### src/sat_pkg.sv
// shared constants, codes and types for the two-shape separating axis overlap test
// no dependencies; imported by every module under src
package sat_pkg;

  localparam int MAX_VERTICES = 16;
  localparam int MAX_AXES     = 16;

  // index and count widths of the per-shape lists
  localparam int VIW = (MAX_VERTICES > 1) ? $clog2(MAX_VERTICES) : 1;
  localparam int AIW = (MAX_AXES > 1) ? $clog2(MAX_AXES) : 1;
  localparam int VCW = $clog2(MAX_VERTICES + 1);
  localparam int ACW = $clog2(MAX_AXES + 1);

  // store depth: both shapes side by side, shape select is the address msb
  localparam int VDEPTH = 2 * (1 << VIW);
  localparam int ADEPTH = 2 * (1 << AIW);

  localparam int CW = 32;  // Q16.16 coordinate
  localparam int RW = 31;  // radius
  localparam int OW = 33;  // multiplier operand
  localparam int PW = 66;  // full product
  localparam int SW = 67;  // sum of two products

  typedef enum logic [2:0] {
    OP_VERTEX = 3'd0,
    OP_AXIS   = 3'd1,
    OP_POS    = 3'd2,
    OP_CIRCLE = 3'd3,
    OP_EVAL   = 3'd4
  } sat_op_e;

  typedef enum logic [1:0] {
    ST_OK    = 2'd0,
    ST_OVF   = 2'd1,
    ST_EMPTY = 2'd2
  } sat_status_e;

  // loaded scene, held stable while an evaluate runs
  typedef struct packed {
    logic [1:0][VCW-1:0] vcnt;
    logic [1:0][ACW-1:0] acnt;
    logic [1:0][CW-1:0]  pos_x;
    logic [1:0][CW-1:0]  pos_y;
    logic [1:0][CW-1:0]  cen_x;
    logic [1:0][CW-1:0]  cen_y;
    logic [1:0][RW-1:0]  rad;
    logic [1:0]          circ;
    logic                ovf;
  } sat_ctx_t;

  typedef struct packed {
    logic        colliding;
    sat_status_e status;
  } sat_res_t;

  function automatic logic signed [OW-1:0] sext_op(input logic [CW-1:0] v);
    return {v[CW-1], v};
  endfunction

endpackage

### src/sat_store.sv
// vertex and axis stores, one write and one registered read port each
// depends on sat_pkg
module sat_store import sat_pkg::*; (
  input  logic              clk_i,
  input  logic              v_we_i,
  input  logic [VIW:0]      v_waddr_i,
  input  logic [2*CW-1:0]   v_wdata_i,
  input  logic [VIW:0]      v_raddr_i,
  output logic [2*CW-1:0]   v_rdata_o,
  input  logic              a_we_i,
  input  logic [AIW:0]      a_waddr_i,
  input  logic [2*CW-1:0]   a_wdata_i,
  input  logic [AIW:0]      a_raddr_i,
  output logic [2*CW-1:0]   a_rdata_o
);

  logic [2*CW-1:0] vmem [VDEPTH];
  logic [2*CW-1:0] amem [ADEPTH];
  logic [2*CW-1:0] v_rdata_q;
  logic [2*CW-1:0] a_rdata_q;

  always_ff @(posedge clk_i) begin
    if (v_we_i) begin
      vmem[v_waddr_i] <= v_wdata_i;
    end
    v_rdata_q <= vmem[v_raddr_i];
  end

  always_ff @(posedge clk_i) begin
    if (a_we_i) begin
      amem[a_waddr_i] <= a_wdata_i;
    end
    a_rdata_q <= amem[a_raddr_i];
  end

  assign v_rdata_o = v_rdata_q;
  assign a_rdata_o = a_rdata_q;

endmodule

### config.mk
export PLATFORM = sky130hd
export DESIGN_NAME = sat_store
export DESIGN_NICKNAME = d
export VERILOG_FILES = /design/src/sat_pkg.sv /design/src/sat_store.sv
export SDC_FILE = /design/constraint.sdc
export NUM_CORES = 2
export LEC_CHECK = 0
export BUFFER_PORTS_ARGS = -buffer_cell sky130_fd_sc_hd__buf_2
export CORE_MARGIN = 2
export CORE_UTILIZATION = 52
export DETAILED_ROUTE_END_ITERATION = 7
export MAX_ROUTING_LAYER = met4
export PLACE_DENSITY = 0.73
export SYNTH_ARGS = -nofsm -noshare
export SYNTH_HDL_FRONTEND = slang
export SYNTH_SLANG_ARGS = --single-unit
### constraint.sdc
create_clock -name clk_i -period 11.7 [get_ports clk_i]
set_input_delay 2.34 -clock clk_i [delete_from_list [all_inputs] [get_ports clk_i]]
set_output_delay 2.34 -clock clk_i [all_outputs]
set_load 0.01 [all_outputs]
==> run summary <==
Antenna violations before repair - 64
Post-route DRC - 0
Startpoint types - input port
LEAKAGE - 56.7 nW
Multiplexer share of the synthesized area - 17.4%
Die ar. - 309000 um2
Sequential fraction of design power - 53.7%
Synth Area in XOR/XNOR - 0%
Simple-gate share of the synthesized area - 0.686%
Row count - 202
Worst-path fanout max - 67
Drt first pass iters - 6
CTS buffer count - 409
Drt wl/cell - 33.6 um
Critical R2R Launch - vmem[4][45]$_DFFE_PP_
Hold path startpoint - amem[5][56]$_DFFE_PP_
CTS Sinks - 4224
Reg2reg end - v_rdata_o[45]$_DFF_P_
Tmin final - 4.98 ns
Vias - 74844
Worst hold path endpoint - a_rdata_o[56]$_DFF_P_
Final hold violations - 0
Yosys reg bits - 4224
GR Util All Layers - 25.5%
Post-DRT Antenna Nets - 0
Placer Congestion - 0.777
Status - complete, no violations
Combinational share of power - 4.6%
Final wirelength - 384000 um
CTS tree - yes
Mapped Nets - 6697
Net Sw Frac - 20.9%
Largest family of logic cells by synthesized area - multiplexers
Seq/Total Area, Yosys - 79.4%
FMAX - 201 MHz
Layout cells sized above 1 - 29.5%
Htree depth - 5
Max Cap Viol - 0
Final core occ - 59.0%
Die X-Extent - 556 um
Max Buffers Root-to-Sink - 4
Final Cycle Share - 42.6%
Initial DRC count - 10404
Port bufs - 278
Clock Latency Late Sink - 0.93 ns
Via-to-Cell Ratio - 6.54
Max-slew headroom - 15.4%
CTS Hold Bufs - 0
Synthesized-area fraction occupied by adder cells - 0%
Core area - 303000 um2
Global-route wire length before repair - 547000 um
Reg clk slew, reported paths - 0.06 ns
Post-synth cell types - 37
Worst R2R Setup Slack - 9.64 ns
Setup TNS - 0 ns
Yosys warnings - 0
Largest net degree at the start of global routing - 133
Area Overhead vs Synth - 12.8%
CP Class - in -> reg
CTS resizes - 0
Hold Crit Class - reg -> reg
Req. time, crit path - 12.47 ns
Die Y - 556 um
Post-Syn Area - 158000 um2
Max IR drop VDD - 0.000140 V
Unrepaired setup endpoints after global routing - no
Grt ovf - 0
Clock Skews - 0.0477 ns
Synth Area in Compound Gates - 1.52%
NetSw - 6.59 mW
# nets final - 7214
Final setup viols - 0
Vias in the first global route - 75370
Internal Power - 24.9 mW
Top Ports - 279
Power per Cell Area - 177 nW/um2
Final HPWL DP - 187000 um
Post-CTS Setup Bufs - 0
Cells after Synth - 6546
Worst-Margin Slew - 1.27 ns
Final slew viol count - 0
Clock network power share - 41.8%
CTS Root Buffer Type - clkbuf_16
CP arrival - 5.75 ns
Hold path cells - 3
Initial core utilization - 52.3%
Synth Area per Inst - 24.2 um2
Worst R2R Path Depth - 4
Worst Setup End Kind - flop
## per-layer routing
| layer | track usage, % | up-vias | wire, um |
|---|---|---|---|
| li1 | - | 29293 | - |
| met4 | 6.89 | 0 | 10400 |
| met5 | - | - | 0 |
| met3 | 4.90 | 653 | 42200 |
| met1 | 35.8 | 40312 | 148000 |
| met2 | 38.8 | 4586 | 184000 |
## cells in the mapped netlist
master / number / area share (%)
edfxtp_1: 4096 / 78
mux4_2: 1032 / 15
mux2i_1: 410 / 2.6
dfxtp_1: 128 / 1.6
clkbuf_1: 123 / 0.29
buf_2: 121 / 0.38
nand2_1: 107 / 0.25
a221oi_1: 104 / 0.58
nor2_1: 74 / 0.18
buf_4: 64 / 0.30
a22o_1: 60 / 0.33
a32o_1: 46 / 0.29
buf_1: 35 / 0.083
a22oi_1: 27 / 0.13
nor2b_1: 19 / 0.075
o21a_1: 15 / 0.071
nand3b_1: 11 / 0.052
mux2_2: 10 / 0.071
nand3_1: 8 / 0.025
a211oi_1: 6 / 0.028
and2_1: 6 / 0.024
o22ai_1: 6 / 0.024
or3b_2: 6 / 0.033
a21oi_1: 5 / 0.016
a2111oi_0: 3 / 0.017
nand2b_1: 3 / 0.012
nor4_1: 3 / 0.012
o221ai_1: 3 / 0.017
o41ai_1: 3 / 0.017
or3_1: 3 / 0.012
buf_6: 2 / 0.014
clkinv_1: 2 / 0.0047
and2_0: 1 / 0.0040
clkbuf_4: 1 / 0.0047
inv_1: 1 / 0.0024
nor3_1: 1 / 0.0032
or2_2: 1 / 0.0040
## how the worst max path moves through the flow
| stage | endpoint | startpoint | depth (start not counted) |
|---|---|---|---|
| CTS | a_rdata_o[12]$_DFF_P_ | a_raddr_i[0] | 7 |
| detailed placement | a_rdata_o[12]$_DFF_P_ | a_raddr_i[0] | 7 |
| finish | a_rdata_o[12]$_DFF_P_ | a_raddr_i[0] | 7 |
| global placement | a_rdata_o[15]$_DFF_P_ | a_raddr_i[0] | 7 |
| floorplan | amem[12][0]$_DFFE_PP_ | a_waddr_i[1] | 3 |
| global route | a_rdata_o[12]$_DFF_P_ | a_raddr_i[0] | 7 |
## flip-flops by register name, indices dropped and copies added, names as in the netlist
register   flops
a_rdata_o     64
amem        2048
v_rdata_o     64
vmem        2048
## through the flow
step           instance area (um2)  hold WS (ns)  cells  power (mW)  setup slack, ns
6_report                    179000         0.697  11439        31.5             6.72
5_1_grt                     179000         0.731  11433        32.3             6.33
4_1_cts                     178000         0.700  11396        31.7             6.61
3_5_place_dp                165000         0.685  10630        18.7             5.59
3_3_place_gp                165000         0.694  10630        18.6             5.63
2_1_floorplan               158000         0.657   6546        18.1             5.54
## cell families after synthesis
family	Yosys count
buffers and inverters	349
multiplexers	1452
flip-flops	4224
AO/OA/AOI/OAI	278
AND/OR/NAND/NOR	243
## layout by cell type (no fill, tap or decap), types with 7 or more instances in the layout
| cell | instances |
|---|---|
| a22oi_1 | 27 |
| buf_2 | 270 |
| dfxtp_1 | 128 |
| diode_2 | 43 |
| clkinv_16 | 8 |
| a22o_1 | 60 |
| a32o_1 | 46 |
| clkinvlp_4 | 16 |
| clkinv_1 | 44 |
| edfxtp_1 | 4096 |
| nor2b_1 | 13 |
| nor2_4 | 66 |
| bufinv_16 | 33 |
| mux2i_1 | 410 |
| inv_6 | 12 |
| buf_12 | 7 |
| nor2_1 | 7 |
| mux2_2 | 10 |
| clkbuf_1 | 109 |
| nand3_1 | 8 |
| buf_4 | 169 |
| nand2_1 | 107 |
| o21a_1 | 15 |
| mux4_2 | 1032 |
| clkinv_2 | 71 |
| nand3b_1 | 11 |
| clkbuf_16 | 409 |
| a221oi_1 | 104 |
| clkbuf_8 | 51 |
## power groups by stage
stage | clock network [mW] | registers, mW | logic [mW]
final | 13.2 | 16.9 | 1.44
after global placement | 0 | 17.2 | 1.40
after CTS | 13.3 | 16.9 | 1.44
after floorplan | 0 | 17.2 | 0.840
after detailed placement | 0 | 17.2 | 1.44
after global routing | 13.9 | 16.9 | 1.53
## final cells by class
| class | instances | area [um2] |
|---|---|---|
| Clock buffer | 568 | 11300 |
| Fill cell | 20395 | 124000 |
| Sequential cell | 4224 | 126000 |
| Antenna cell | 43 | 108 |
| Clock inverter | 198 | 2220 |
| Tap cell | 3978 | 4980 |
| Timing Repair Buffer | 452 | 2850 |
| Inverter | 3 | 18.8 |
| Multi-Input combinational cell | 1973 | 31500 |
## worst max-delay path: stages
cell      delay [ns]
buf_8           0.57
buf_4           0.84
buf_4           0.81
mux4_2          0.61
mux2i_1         0.19
a22o_1          0.19
a221oi_1        0.06
(Power assumes the default switching activity.)
