--- src/sat_pkg.sv ---
// shared constants, codes and types for the two-shape separating axis overlap test
// no dependencies; imported by every module under src
package sat_pkg;

  localparam int MAX_VERTICES = 16;
  localparam int MAX_AXES     = 16;

  // index and count widths of the per-shape lists
  localparam int VIW = (MAX_VERTICES > 1) ? $clog2(MAX_VERTICES) : 1;
  localparam int AIW = (MAX_AXES > 1) ? $clog2(MAX_AXES) : 1;
  localparam int VCW = $clog2(MAX_VERTICES + 1);
  localparam int ACW = $clog2(MAX_AXES + 1);

  // store depth: both shapes side by side, shape select is the address msb
  localparam int VDEPTH = 2 * (1 << VIW);
  localparam int ADEPTH = 2 * (1 << AIW);

  localparam int CW = 32;  // Q16.16 coordinate
  localparam int RW = 31;  // radius
  localparam int OW = 33;  // multiplier operand
  localparam int PW = 66;  // full product
  localparam int SW = 67;  // sum of two products

  typedef enum logic [2:0] {
    OP_VERTEX = 3'd0,
    OP_AXIS   = 3'd1,
    OP_POS    = 3'd2,
    OP_CIRCLE = 3'd3,
    OP_EVAL   = 3'd4
  } sat_op_e;

  typedef enum logic [1:0] {
    ST_OK    = 2'd0,
    ST_OVF   = 2'd1,
    ST_EMPTY = 2'd2
  } sat_status_e;

  // loaded scene, held stable while an evaluate runs
  typedef struct packed {
    logic [1:0][VCW-1:0] vcnt;
    logic [1:0][ACW-1:0] acnt;
    logic [1:0][CW-1:0]  pos_x;
    logic [1:0][CW-1:0]  pos_y;
    logic [1:0][CW-1:0]  cen_x;
    logic [1:0][CW-1:0]  cen_y;
    logic [1:0][RW-1:0]  rad;
    logic [1:0]          circ;
    logic                ovf;
  } sat_ctx_t;

  typedef struct packed {
    logic        colliding;
    sat_status_e status;
  } sat_res_t;

  function automatic logic signed [OW-1:0] sext_op(input logic [CW-1:0] v);
    return {v[CW-1], v};
  endfunction

endpackage

--- src/sat_mul.sv ---
// shared 33x33 signed multiplier with registered full-width product
// depends on sat_pkg
module sat_mul import sat_pkg::*; (
  input  logic                 clk_i,
  input  logic                 en_i,
  input  logic signed [OW-1:0] a_i,
  input  logic signed [OW-1:0] b_i,
  output logic signed [PW-1:0] p_o
);

  logic signed [PW-1:0] p_q;

  always_ff @(posedge clk_i) begin
    if (en_i) begin
      p_q <= a_i * b_i;
    end
  end

  assign p_o = p_q;

endmodule

--- src/sat_eval.sv ---
// evaluate sequencer: circle test or axis-by-vertex projection over the shared multiplier
// depends on sat_pkg, sat_mul
module sat_eval import sat_pkg::*; (
  input  logic            clk_i,
  input  logic            rst_ni,
  input  logic            start_i,
  input  sat_ctx_t        ctx_i,
  output logic [VIW:0]    v_raddr_o,
  input  logic [2*CW-1:0] v_rdata_i,
  output logic [AIW:0]    a_raddr_o,
  input  logic [2*CW-1:0] a_rdata_i,
  output logic            res_valid_o,
  output sat_res_t        res_o,
  input  logic            res_ack_i
);

  typedef enum logic [15:0] {
    S_IDLE = 16'h0001,
    S_CD   = 16'h0002,
    S_CX   = 16'h0004,
    S_CY   = 16'h0008,
    S_CR   = 16'h0010,
    S_CC   = 16'h0020,
    S_ARD  = 16'h0040,
    S_ALD  = 16'h0080,
    S_VRD  = 16'h0100,
    S_VADD = 16'h0200,
    S_MX   = 16'h0400,
    S_MY   = 16'h0800,
    S_SUM  = 16'h1000,
    S_CMP  = 16'h2000,
    S_SEP  = 16'h4000,
    S_DONE = 16'h8000
  } sat_state_e;

  sat_state_e state_q, state_d;

  logic                 ash_q;
  logic [AIW-1:0]       ai_q;
  logic                 ps_q;
  logic [VIW-1:0]       vi_q;
  logic [CW-1:0]        ax_q, ay_q;
  logic signed [OW-1:0] wx_q, wy_q;
  logic [CW-1:0]        rs_q;
  logic signed [SW-1:0] acc_q;
  logic signed [SW-1:0] mn_q [2];
  logic signed [SW-1:0] mx_q [2];
  logic                 hit_q;
  sat_status_e          status_q;

  logic                 mul_en;
  logic signed [OW-1:0] mul_a, mul_b;
  logic signed [PW-1:0] prod;
  logic signed [SW-1:0] prod_x;
  logic                 both_circ, no_verts, no_axes;
  logic                 last_v, last_a, sep;
  sat_status_e          base_status;

  sat_mul u_mul (
    .clk_i (clk_i),
    .en_i  (mul_en),
    .a_i   (mul_a),
    .b_i   (mul_b),
    .p_o   (prod)
  );

  assign prod_x      = {prod[PW-1], prod};
  assign both_circ   = ctx_i.circ[0] && ctx_i.circ[1];
  assign no_verts    = (ctx_i.vcnt[0] == '0) || (ctx_i.vcnt[1] == '0);
  assign no_axes     = (ctx_i.acnt[0] == '0) && (ctx_i.acnt[1] == '0);
  assign base_status = ctx_i.ovf ? ST_OVF : ST_OK;
  assign last_v      = (VCW'(vi_q) + VCW'(1)) == ctx_i.vcnt[ps_q];
  assign last_a      = (ACW'(ai_q) + ACW'(1)) == ctx_i.acnt[ash_q];
  // touching intervals overlap
  assign sep         = !((mn_q[0] <= mx_q[1]) && (mn_q[1] <= mx_q[0]));

  // operand selection for the shared multiplier
  always_comb begin
    mul_en = 1'b0;
    mul_a  = wx_q;
    mul_b  = wx_q;
    case (state_q)
      S_CX: begin
        mul_en = 1'b1;
      end
      S_CY: begin
        mul_en = 1'b1;
        mul_a  = wy_q;
        mul_b  = wy_q;
      end
      S_CR: begin
        mul_en = 1'b1;
        mul_a  = {1'b0, rs_q};
        mul_b  = {1'b0, rs_q};
      end
      S_MX: begin
        mul_en = 1'b1;
        mul_b  = sext_op(ax_q);
      end
      S_MY: begin
        mul_en = 1'b1;
        mul_a  = wy_q;
        mul_b  = sext_op(ay_q);
      end
      default: begin
        mul_en = 1'b0;
      end
    endcase
  end

  always_comb begin
    state_d = state_q;
    case (state_q)
      S_IDLE: begin
        if (start_i) begin
          if (both_circ) begin
            state_d = S_CD;
          end else if (no_verts || no_axes) begin
            state_d = S_DONE;
          end else begin
            state_d = S_ARD;
          end
        end
      end
      S_CD:   state_d = S_CX;
      S_CX:   state_d = S_CY;
      S_CY:   state_d = S_CR;
      S_CR:   state_d = S_CC;
      S_CC:   state_d = S_DONE;
      S_ARD:  state_d = S_ALD;
      S_ALD:  state_d = S_VRD;
      S_VRD:  state_d = S_VADD;
      S_VADD: state_d = S_MX;
      S_MX:   state_d = S_MY;
      S_MY:   state_d = S_SUM;
      S_SUM:  state_d = S_CMP;
      S_CMP: begin
        if (last_v && ps_q) begin
          state_d = S_SEP;
        end else begin
          state_d = S_VRD;
        end
      end
      S_SEP: begin
        if (sep) begin
          state_d = S_DONE;
        end else if (!last_a) begin
          state_d = S_ARD;
        end else if (!ash_q && (ctx_i.acnt[1] != '0)) begin
          state_d = S_ARD;
        end else begin
          state_d = S_DONE;
        end
      end
      S_DONE: begin
        if (res_ack_i) begin
          state_d = S_IDLE;
        end
      end
      default: state_d = S_IDLE;
    endcase
  end

  always_ff @(posedge clk_i or negedge rst_ni) begin
    if (!rst_ni) begin
      state_q <= S_IDLE;
    end else begin
      state_q <= state_d;
    end
  end

  always_ff @(posedge clk_i) begin
    case (state_q)
      S_IDLE: begin
        status_q <= base_status;
        hit_q    <= 1'b1;
        ash_q    <= (ctx_i.acnt[0] == '0);
        ai_q     <= '0;
        if (!both_circ && no_verts) begin
          hit_q    <= 1'b0;
          status_q <= ST_EMPTY;
        end
      end
      S_CD: begin
        wx_q <= sext_op(ctx_i.cen_x[1]) - sext_op(ctx_i.cen_x[0]);
        wy_q <= sext_op(ctx_i.cen_y[1]) - sext_op(ctx_i.cen_y[0]);
        rs_q <= {1'b0, ctx_i.rad[0]} + {1'b0, ctx_i.rad[1]};
      end
      S_CY: begin
        acc_q <= prod_x;
      end
      S_CR: begin
        acc_q <= acc_q + prod_x;
      end
      S_CC: begin
        hit_q <= (acc_q <= prod_x);
      end
      S_ALD: begin
        ax_q <= a_rdata_i[2*CW-1:CW];
        ay_q <= a_rdata_i[CW-1:0];
        ps_q <= 1'b0;
        vi_q <= '0;
      end
      S_VADD: begin
        // world vertex = local vertex + shape position
        wx_q <= sext_op(v_rdata_i[2*CW-1:CW]) + sext_op(ctx_i.pos_x[ps_q]);
        wy_q <= sext_op(v_rdata_i[CW-1:0]) + sext_op(ctx_i.pos_y[ps_q]);
      end
      S_MY: begin
        acc_q <= prod_x;
      end
      S_SUM: begin
        acc_q <= acc_q + prod_x;
      end
      S_CMP: begin
        if ((vi_q == '0) || (acc_q < mn_q[ps_q])) begin
          mn_q[ps_q] <= acc_q;
        end
        if ((vi_q == '0) || (acc_q > mx_q[ps_q])) begin
          mx_q[ps_q] <= acc_q;
        end
        if (last_v) begin
          ps_q <= 1'b1;
          vi_q <= '0;
        end else begin
          vi_q <= vi_q + VIW'(1);
        end
      end
      S_SEP: begin
        if (sep) begin
          hit_q <= 1'b0;
        end else if (!last_a) begin
          ai_q <= ai_q + AIW'(1);
        end else begin
          ash_q <= 1'b1;
          ai_q  <= '0;
        end
      end
      default: begin
        hit_q <= hit_q;
      end
    endcase
  end

  assign v_raddr_o        = {ps_q, vi_q};
  assign a_raddr_o        = {ash_q, ai_q};
  assign res_valid_o      = (state_q == S_DONE);
  assign res_o.colliding  = hit_q;
  assign res_o.status     = status_q;

endmodule

--- config.mk ---
export PLATFORM = sky130hd
export DESIGN_NAME = sat_eval
export DESIGN_NICKNAME = d
export VERILOG_FILES = /design/src/sat_pkg.sv /design/src/sat_mul.sv /design/src/sat_eval.sv
export SDC_FILE = /design/constraint.sdc
export NUM_CORES = 2
export LEC_CHECK = 0
export BUFFER_PORTS_ARGS = -buffer_cell sky130_fd_sc_hd__buf_2
export CAP_MARGIN = 10
export CORE_MARGIN = 2
export CORE_UTILIZATION = 40
export CTS_CLUSTER_DIAMETER = 50
export DETAILED_ROUTE_END_ITERATION = 16
export SYNTH_ARGS = -nofsm -noshare
export SYNTH_HDL_FRONTEND = slang
export SYNTH_SLANG_ARGS = --single-unit
--- constraint.sdc ---
create_clock -name clk_i -period 10.85 [get_ports clk_i]
set_clock_uncertainty 0.05 [all_clocks]
set_input_delay 1.6275 -clock clk_i [delete_from_list [all_inputs] [get_ports clk_i]]
set_output_delay 1.6275 -clock clk_i [all_outputs]
set_load 0.05 [all_outputs]
==> metrics.md <==
| Metric | Value |
|---|---|
| Number of global-route vias before repair | 67.2k |
| Post-Synth XOR/XNOR Area | 2.96% |
| Final slew viol count | 0 |
| Main combinational cell family by area after synthesis | adder cells |
| Max stage delay cell, worst path | a221o_1 |
| Synth Area in Simple Gates | 12.3% |
| Post-Syn Area | 81,900 µm² |
| Site row count | 166 |
| Overall Global Routing Usage | 26.7% |
| YS warnings | 0 |
| Die X | 457 µm |
| CTS tree | done |
| Largest net degree at the start of global routing | 113 |
| Multiplexer share of the synthesized area | 2.80% |
| DR WL/cell | 23.7 µm |
| Yosys reg bits | 593 |
| Worst skew pair latency | 0.74 ns |
| Fin util | 44.6% |
| Share of cells above drive strength 1 | 11.4% |
| Nets | 11.4k |
| Top cell type's share of synthesized area | 28.1% |
| Adder-cell share of the synthesized area | 40.0% |
| Actual slew at the worst max-slew pin | 1.11 ns |
| Clock Sinks | 593 |
| Fin crit share | 97.1% |
| Hold Path Class | reg2reg |
| Final Hold Fails | 0 |
| Via Count | 64.4k |
| CTS clock-pin slew for the worst setup and hold paths | 0.06 ns |
| Netlist cell types | 101 |
| Unrepaired setup endpoints after global routing | true |
| Slew margin rel. | 25.1% |
| CTS buffer count | 81 |
| Clock root cell | clkbuf_16 |
| Top_reg_cell synth | edfxtp_1 |
| I/O pins | 487 |
| Most used cell, CP | fa_1 |
| Syn Nets | 10.9k |
| Critical Setup Path Class | reg2reg |
| Synth top area cells | fa_1 (28%), edfxtp_1 (21%), ha_1 (12%), inv_1 (6.9%), nor2_1 (3.9%) |
| CTS H-tree depth | 3 |
| Routed Antenna Nets | 0 |
| EDFF count, synth | 576 |
| Pre-antenna DRT Iters | 7 |
| Post-synthesis instance total | 8,540 |
| Gpl congestion | 1.03 |
| Compound-Gate Fraction of Synth Area | 11.6% |
| Synth-to-layout area growth | 11.2% |
| Final Critical Period | 10.53 ns |
| Final wirelength | 279 mm |
| Critical Path RT | 11.28 ns |
| Setup crit start kind | flop |
| Syn_area_per_cell | 9.60 µm² |
| Die footprint | 209,000 µm² |
| Most numerous cell in the Yosys netlist | inv_1 |
| Crit path DAT | 10.96 ns |
| Final HPWL DP | 236 mm |
| Clock Path Buffers | 3 |
| Commonest cells in the netlist | inv_1 (1,505), fa_1 (1,151), nor2_1 (862), ha_1 (779), nand2_1 (770) |
| Max-Cap Viols | 0 |
| Yosys top cell by area | fa_1 |
| Max stage delay on crit path | 0.71 ns |
| Outcome | completed |
| Core Area | 204,000 µm² |
| Initial antenna violation count | 35 |
| Post-synthesis sequential area ratio | 21.6% |
| Port bufs | 486 |
| Final setup vio count | 0 |
| Initial Util | 40.1% |
| # DRC | 0 |
| Global-route wire length before repair | 421 mm |
| Die span in y | 457 µm |
| Gr ovfl total | 0 |
| Worst Path Max Fanout | 30 |
| Vias per cell | 5.47 |
| Async SR Flop Fraction | 2.70% |
| CP endpoint kind | flop |
| Starting DRT DRC Count | 5,413 |
| Peak Freq | 0.0950 GHz |
[placed cells by master, fill, tap and decap left out, types with 36 or more instances in the layout]
cell type  count
o21a_1        51
nand2b_1      76
inv_1       1503
nor2b_1       64
ha_1         779
nor3_1        59
xor2_1        96
clkbuf_16     82
buf_4        205
nand2_1      769
mux2i_1      156
a21o_1       250
nor2_1       857
o21bai_1      64
and2_1        69
o21ai_0      230
edfxtp_1     576
nand4_1       95
mux2_2        64
nand3_1       90
xnor2_1      180
a21oi_1      385
a211oi_1      36
fa_1        1147
buf_2        486
[flip-flops by register name, indices dropped and copies added, names as in the netlist, 33 cells and up, named ones only]
register and count:
wy_q 33, acc_q 67, mx_q 134, wx_q 33
u_mul.p_o 66, mn_q 134
[final cells by class]
class / instances / area (µm²)
Timing Repair Buffer: 705 / 4210
Clock buffer: 92 / 2070
Clock inverter: 57 / 638
Antenna cell: 20 / 50.0
Fill cell: 19600 / 113000
Sequential cell: 593 / 17700
Tap cell: 2688 / 3360
Multi-Input combinational cell: 6097 / 57400
Inverter: 1510 / 5670
[repair_timing]
action	in CTS	in global routing
endpoints found under the setup margin	0	16
setup buffers	0	6
resized for setup	0	43
hold buffers	0	0
[through the flow]
step	setup TNS [ns]	hold WS, ns	cells	cell area [µm²]	setup slack (ns)
floorplan	0	0.414	8540	82000	0.843
global placement	0	0.435	11600	88100	0.198
detailed placement	-0.00397	0.443	11600	88100	-0.00397
CTS	0	0.461	11700	90800	0.000469
global route	-0.0491	0.501	11800	91100	-0.0309
finish	0	0.478	11800	91100	0.319
[cell families (layout without fill, tap and decap cells)]
group | after synthesis | in the layout
and+or+nand+nor | 2268 | 2268
AOI/OAI and AO/OA | 1400 | 1401
DFF | 593 | 593
buffers and inverters | 1851 | 2364
xor gates and xnor gates | 277 | 277
other | 0 | 20
adders and majority gates | 1930 | 1930
muxes | 221 | 221
[path summary, 6_finish.rpt]
path	from	to	slack, ns	depth (start not counted)
worst max-delay path	state_q[7]$_DFFE_PN0P_	u_mul.p_o[64]$_DFFE_PP_	0.32	33
worst min-delay path	state_q[12]$_DFFE_PN0P_	state_q[7]$_DFFE_PN0P_	0.48	1
worst max register to register	state_q[7]$_DFFE_PN0P_	u_mul.p_o[64]$_DFFE_PP_	0.32	33
worst min register to register	state_q[12]$_DFFE_PN0P_	state_q[7]$_DFFE_PN0P_	0.48	1
max in group asynchronous	rst_ni	state_q[0]$_DFFE_PN1P_	9.66	1
min in group asynchronous	rst_ni	state_q[15]$_DFFE_PN0P_	0.77	1
[worst max-delay path, delay by kind of cell (launching register included)]
family,cells,cell delay [ns]
flops,1,0.39
xor+xnor,1,0.10
buf+inv,6,0.85
fa+ha+maj,9,4.41
simple gates,7,1.81
compound gates,10,2.64
[per-layer routing]
layer | vias up | global-route usage (%) | share of wire [%]
met1 | 32300 | 35.3 | 43
met4 | 24 | 11.4 | 4.8
met2 | 2559 | 42.8 | 45
met3 | 509 | 4.85 | 7.3
met5 | - | 0 | 0.058
li1 | 28900 | - | -
Power is not shown: default switching activity piles up to over one toggle a cycle in this logic, so the estimate is an artifact.
